===== config.mk =====
export PLATFORM = sky130hd
export DESIGN_NAME = fabt_ctrl
export DESIGN_NICKNAME = d
export VERILOG_FILES = /design/src/hdl/fabt_pkg.sv /design/src/hdl/fabt_ctrl.sv
export SDC_FILE = /design/constraint.sdc
export NUM_CORES = 1
export LEC_CHECK = 0
export ABC_AREA = 1
export BUFFER_PORTS_ARGS = -buffer_cell sky130_fd_sc_hd__buf_4
export CORE_AREA = 2 2 39 41
export DETAILED_ROUTE_END_ITERATION = 10
export DIE_AREA = 0 0 41 43
export MAX_ROUTING_LAYER = met4
export PLACE_DENSITY = 0.67
export RECOVER_POWER = 100
export SETUP_SLACK_MARGIN = 0.2
export SYNTH_ARGS = -nofsm -noshare
export SYNTH_HDL_FRONTEND = slang
export SYNTH_SLANG_ARGS = --single-unit

===== constraint.sdc =====
create_clock -name clk -period 1.18 [get_ports clk]
set_input_delay 0.177 -clock clk [delete_from_list [all_inputs] [get_ports clk]]
set_output_delay 0.177 -clock clk [all_outputs]
set_load 0.005 [all_outputs]

===== src/hdl/fabt_pkg.sv =====
// ----------------------------------------------------------------------------
// fabt_pkg: shared types and constants of the failed-attempt ban table
// Operation codes, register indexes, hash constants, command/status structs.
// ----------------------------------------------------------------------------
package fabt_pkg;

	localparam int unsigned BUCKETS_DEF = 16;
	localparam int unsigned WAYS_DEF    = 4;

	localparam logic [1:0] OP_CHECK   = 2'd0;
	localparam logic [1:0] OP_FAIL    = 2'd1;
	localparam logic [1:0] OP_SUCCESS = 2'd2;
	localparam logic [1:0] OP_TICK    = 2'd3;

	localparam logic [0:0] REG_FAIL_LIMIT  = 1'd0;
	localparam logic [0:0] REG_BAN_SECONDS = 1'd1;

	localparam logic [7:0]  FAIL_LIMIT_RST  = 8'd5;
	localparam logic [15:0] BAN_SECONDS_RST = 16'd300;

	localparam logic [31:0] FNV_OFFSET = 32'd2166136261;
	localparam logic [31:0] FNV_PRIME  = 32'd16777619;

	// controller to datapath
	typedef struct packed {
		logic load;       // capture request
		logic hash_step;  // one FNV byte round
		logic mod_step;   // one byte of the bucket reduction
		logic prune_rd;   // issue prune read at sweep index
		logic prune_wr;   // evaluate prune read data
		logic way_rd;     // issue bucket read at way index
		logic way_eval;   // evaluate way read data
		logic commit;     // apply the operation to the chosen slot
		logic tick;       // advance seconds
	} fabt_cmd_t;

	// datapath to controller
	typedef struct packed {
		logic hash_last;
		logic mod_last;
		logic sweep_last;
		logic way_last;
	} fabt_sts_t;

endpackage


===== src/hdl/fabt_ctrl.sv =====
// ----------------------------------------------------------------------------
// fabt_ctrl: sequencer of the ban table
// Steps hashing, the bucket reduction, the expiry sweep, the bucket scan and the commit or the tick.
// ----------------------------------------------------------------------------
module fabt_ctrl import fabt_pkg::*; (
	input  logic       clk,
	input  logic       arst_n,
	input  logic       in_valid,
	input  logic [1:0] in_op,
	output logic       in_ready,
	input  logic       out_free,
	output logic       res_load,
	output fabt_cmd_t  cmd,
	input  fabt_sts_t  sts
);

	localparam logic [2:0] S_IDLE  = 3'd0;
	localparam logic [2:0] S_HASH  = 3'd1;
	localparam logic [2:0] S_MOD   = 3'd2;
	localparam logic [2:0] S_SWEEP = 3'd3;
	localparam logic [2:0] S_SWEVL = 3'd4;
	localparam logic [2:0] S_WAY   = 3'd5;
	localparam logic [2:0] S_WEVL  = 3'd6;
	localparam logic [2:0] S_DONE  = 3'd7;

	logic [2:0] state_q, state_d;
	logic [1:0] op_q;

	assign in_ready = (state_q == S_IDLE);

	always_ff @(posedge clk or negedge arst_n) begin
		if (!arst_n) begin
			state_q <= S_IDLE;
			op_q    <= OP_CHECK;
		end else begin
			state_q <= state_d;
			if (in_valid && in_ready) op_q <= in_op;
		end
	end

	// next state and commands
	always_comb begin
		state_d  = state_q;
		cmd      = '0;
		res_load = 1'b0;
		unique case (state_q)
			S_IDLE: begin
				if (in_valid) begin
					cmd.load = 1'b1;
					state_d  = (in_op == OP_TICK) ? S_DONE : S_HASH;
				end
			end
			S_HASH: begin
				cmd.hash_step = 1'b1;
				if (sts.hash_last) state_d = S_MOD;
			end
			S_MOD: begin
				cmd.mod_step = 1'b1;
				if (sts.mod_last) begin
					state_d = (op_q == OP_CHECK) ? S_SWEEP : S_WAY;
				end
			end
			S_SWEEP: begin
				cmd.prune_rd = 1'b1;
				state_d      = S_SWEVL;
			end
			S_SWEVL: begin
				cmd.prune_wr = 1'b1;
				if (sts.sweep_last) state_d = S_WAY;
				else begin
					cmd.prune_rd = 1'b1;
				end
			end
			S_WAY: begin
				cmd.way_rd = 1'b1;
				state_d    = S_WEVL;
			end
			S_WEVL: begin
				cmd.way_eval = 1'b1;
				if (sts.way_last) state_d = S_DONE;
				else cmd.way_rd = 1'b1;
			end
			S_DONE: begin
				if (out_free) begin
					if (op_q == OP_TICK) cmd.tick = 1'b1;
					else cmd.commit = 1'b1;
					res_load = 1'b1;
					state_d  = S_IDLE;
				end
			end
			default: state_d = S_IDLE;
		endcase
	end

endmodule


-- Yosys cells after proc, flatten, opt, wreduce, memory -nomap -nowiden
Index checks and enable logic that the tools add are counted.
- equal/unequal tests: 15
- multiplexer cells: 25
- bitwise logic cells: 0
- multiply operators: 0
- magnitude comparators: 0
- shifts and indexed selects: 0
- reduce and logical (&&, ||, !) cells: 4
- add/sub/neg operators: 0
- divide/modulo/power cells: 0
- operators by type and width (operator ; count):
    3-bit 2-to-1 mux ; 8
    3-bit case mux with 8 select lines ; 1
    3-bit == test, second input constant ; 4
    1-bit 2-to-1 mux ; 12
    2-bit inequality test, second input constant ; 6
    3-bit by 2-bit == test with 1-bit output, second input constant ; 2
    6-bit AND reduction ; 1
    2-bit == test, second input constant ; 2
    2-bit 2-to-1 mux ; 2
    1-bit case mux with 2 select lines ; 2
    3-bit by 1-bit == test with 1-bit output, second input constant ; 1
    3-bit logical NOT ; 1
    2-bit logical NOT ; 1
    1-bit logical AND ; 1
- output and inout bits: 11
- bits in read-only memories: 0
- memories: 0
- word-level logic and storage cells: 46
- RAM bits: 0
- register bits after elaboration: 5
- input port bits: 10
- bits in latches: 0

-- Logic depth before layout (Yosys ltp)
- depth in word-level cells: 4
- gate-level depth with buffers: 10
- mapped depth without buffers: 9

-- Worst setup path after synthesis
Ideal clock, no wire load.
- kind: register to register
- start point: reg state_q[1]
- end point: reg state_q[2]
- cell stages (with the launch flop): 10
- data required time: 1.064 ns
- library setup time: 0.116 ns
- path slack: 0.083 ns
- path buffers: 1
- arrival time: 0.980 ns
- clock period less this slack: 1.097 ns
- cell sequence: dfrtp_1 -> buf_6 -> inv_2 -> nand2_2 -> nor2_2 -> nand2_1 -> nand2_1 -> inv_2 -> nand3_1 -> nand2_1
- longest elaborated chain between the ends: 3
- elaborated cells on any way between the ends: 16
- classes of those cells: eq/ne (13); mux (1); reduce/logical (2)
- RTL lines (what ; RTL line ; source):
    from (decl) ; fabt_ctrl.sv:26 ; logic [2:0] state_q, state_d;
    from (signal assigned) ; fabt_ctrl.sv:36 ; state_q <= state_d;
    3-bit by 1-bit == test with 1-bit output (tied with other cells) ; fabt_ctrl.sv:46 ; unique case (state_q)
    2-bit inequality test (no line) ; - ;
    6-bit AND reduction (no line) ; - ;
Several ways; a longest one is shown, not always the timed one.
A chain may end at the register's enable or synchronous reset.

==> run metrics <==
Post-Syn Area per Cell=6.36 um2; area of the multi-input gates=299 um2; Gate power share=71.0%; Int Pwr=1290 uW; post-route clock period utilization=118%; post-synthesis cell area=477 um2; WL/cell=11.2 um; cts bufs inserted=3; FF/Latch Area=129 um2; vias post-DR=617; FP Rows=14; dominant cells by area after synthesis=dfrtp_1 (26%), nand2_1 (20%), nand3_1 (9.4%); first-pass GRT wire length=2220 um; flops & latches, synth=5; sequential fraction of the synthesis area=26.2%; number of vias per cell=4.71; Worst Slack Setup Final=-0.214 ns; largest net degree at the start of global routing=9; gr usage total=19.4%; failing checks=negative setup slack; Switching Share=44.5%; WP data arrival=1.22 ns; CP Capture Type=primary output; clock buffer depth=2; initial antenna violation count=0; post-route insts no fill=131; # fillers=137; Final Max Slew Viols=0; Slew HR=80.5%; reg-to-reg slack, setup=-0.16 ns; Worst Hold End=op_q[0]; Max Clock Freq=0.717 GHz; CTS Root Cell=clkbuf_4; placed cell count=115; Clk pin slew, worst setup/hold paths=0.04 ns; Leakage=0.000487 uW; Area Overhead vs Synth=79.8%; pwr dens=2710 mW/mm2; Yosys warning count=0; worst clock skew=0.00755 ns; core area=0.00138 mm2; shortest period the worst path allows=1.39 ns; H-tree levels=1; reg2reg end=state_q[0]; initial DRC count=11; worst reg2reg path depth=9; critical path fanouts, max=8; Synth Instances=75; post-detail-place hpwl=913 um; IO buf count=20; full die area=0.00176 mm2; vias in the first global route=528; CTS Sinks=5; worst flop-to-flop path startpoint=state_q[0]; Clock Latency Late Sink=0.25 ns; top_reg_cell synth=dfrtp_1; DRC Markers=0; EDFF count, synth=0; worst min path class=primary input to flop; leading area contributor after synthesis=dfrtp_1; Detail Route Antenna Nets=0; min-delay src=in_op[0]; GP Congestion=0.803; layout cells sized above 1=56.5%; Critical Path RT=1.00 ns; GR Overflow Total=0; final hold violations=0; Final #Nets=126; startpoint types=flop; io pins=21; setup TNS=-2.39 ns; Syn Nets=85; DRT Pass-1 Iters=4; Tightest Pin Transition=0.292 ns; TritonCTS clock tree=yes; depth of the worst hold-timing path=3; Initial Utilization=34.4%; status=finished, violations left; Ant. Diodes=0; # setup viols final=16; pre-CTS setup slack=-0.107 ns; library cells used by synthesis=16; RSZ-0062 raised after global routing=true; Worst Path Class, Setup=flop to primary output; Async S/R FF share, synth=100%; switching power=1040 uW; overall power=2330 uW; Max VDD drop=0.00133 V; Die W=41 um; clock share of power=9.0%; area share of the largest cell type after synthesis=26.2%; WL final=1470 um; Flop pwr share=20.0%; max_cap viols=0; height of the die=43 um
## routing by layer
metal  wire (um)  share of wire, %  GRT usage, %
met2         844                57          30.6
met3          83               5.6          6.28
met1         535                36          22.4
met5           0                 0             -
met4           9              0.61          6.00
## worst max-delay path, cell delays in order (launching register included)
cell and delay (ns):
dfrtp_2 0.48, nor2_4 0.17, nand2_2 0.07, inv_2 0.06, nand2_2 0.06, inv_2 0.06
buf_6 0.08
## cell usage after synthesis (2+ instances only)
cell and n:
buf_6 2, dfrtp_1 5, inv_1 8, inv_2 5, nand2_1 26, nand2_4 2
nand3_1 9, nand4_1 2, nor2_1 3, nor2_2 2, nor2_4 2, nor3_1 2
o21ai_0 4
## power groups by stage
stage	clock network (uW)	logic (uW)	registers (uW)
detailed placement	0	1150	442
global route	234	1800	485
global placement	0	1140	439
finish	208	1650	465
CTS	209	1440	448
floorplan	0	890	304
## cell usage in the layout, fill, tap and decap left out
cell type	count
dfrtp_1	2
o21ai_1	1
nor2_2	1
inv_1	8
nand4_1	2
buf_4	28
nand3_2	2
o21ai_0	2
nor3_1	2
nor2_4	4
dfrtp_2	3
nand2_1	21
inv_4	2
buf_6	9
clkbuf_1	2
o21ai_2	1
clkbuf_4	3
dlygate4sd3_1	1
nand2_2	6
nand2_4	2
nand3_1	7
inv_2	4
nor2_1	2
## cell families (layout without fill, tap and decap cells)
logic type / count (synthesis) / in the layout / share of synthesized area, %
buffers and inverters: 17 / 57 / 19.2
AO/OA/AOI/OAI: 4 / 4 / 4.20
flip-flops: 5 / 5 / 26.2
AND/OR/NAND/NOR: 49 / 49 / 50.4
## worst max path at each step
stage / slack, ns / start / cells after the start / to
detailed placement: -0.11 / state_q[1] / 9 / state_q[0]
finish: -0.21 / state_q[0] / 6 / cmd[8]
global placement: -0.08 / state_q[1] / 3 / cmd[0]
floorplan: 0.08 / state_q[1] / 9 / state_q[2]
global route: -0.30 / state_q[0] / 6 / cmd[8]
CTS: -0.19 / state_q[1] / 6 / cmd[8]
## flip-flops by register name, indices dropped and copies added (netlist names)
name,count
op_q,2
state_q,3
## metrics by stage
| step | cell area [um2] | util, % | hold slack [ns] |
|---|---|---|---|
| final | 857 | 61.9 | 0.141 |
| after global routing | 857 | 61.9 | 0.145 |
| after global placement | 666 | 48.1 | -0.0172 |
| after floorplan | 479 | - | -0.119 |
| after detailed placement | 666 | 48.1 | -0.0161 |
| after CTS | 793 | 57.3 | 0.136 |
## timing repair
item,CTS,global route
buffers inserted,7,4
endpoints found under the hold margin,5,0
endpoints found under the setup margin,16,16
hold buffers,1,0
resized for setup,15,10
pin swaps,7,8
## cell type report
class / instances / share of cell area [%]
repair buffers: 39 / 38.0
multi-input cells: 53 / 34.9
flip-flops and latches: 5 / 15.0
inverters: 14 / 6.72
clock buffers: 4 / 3.07
well taps: 16 / 2.34
(Power assumes the default switching activity.)
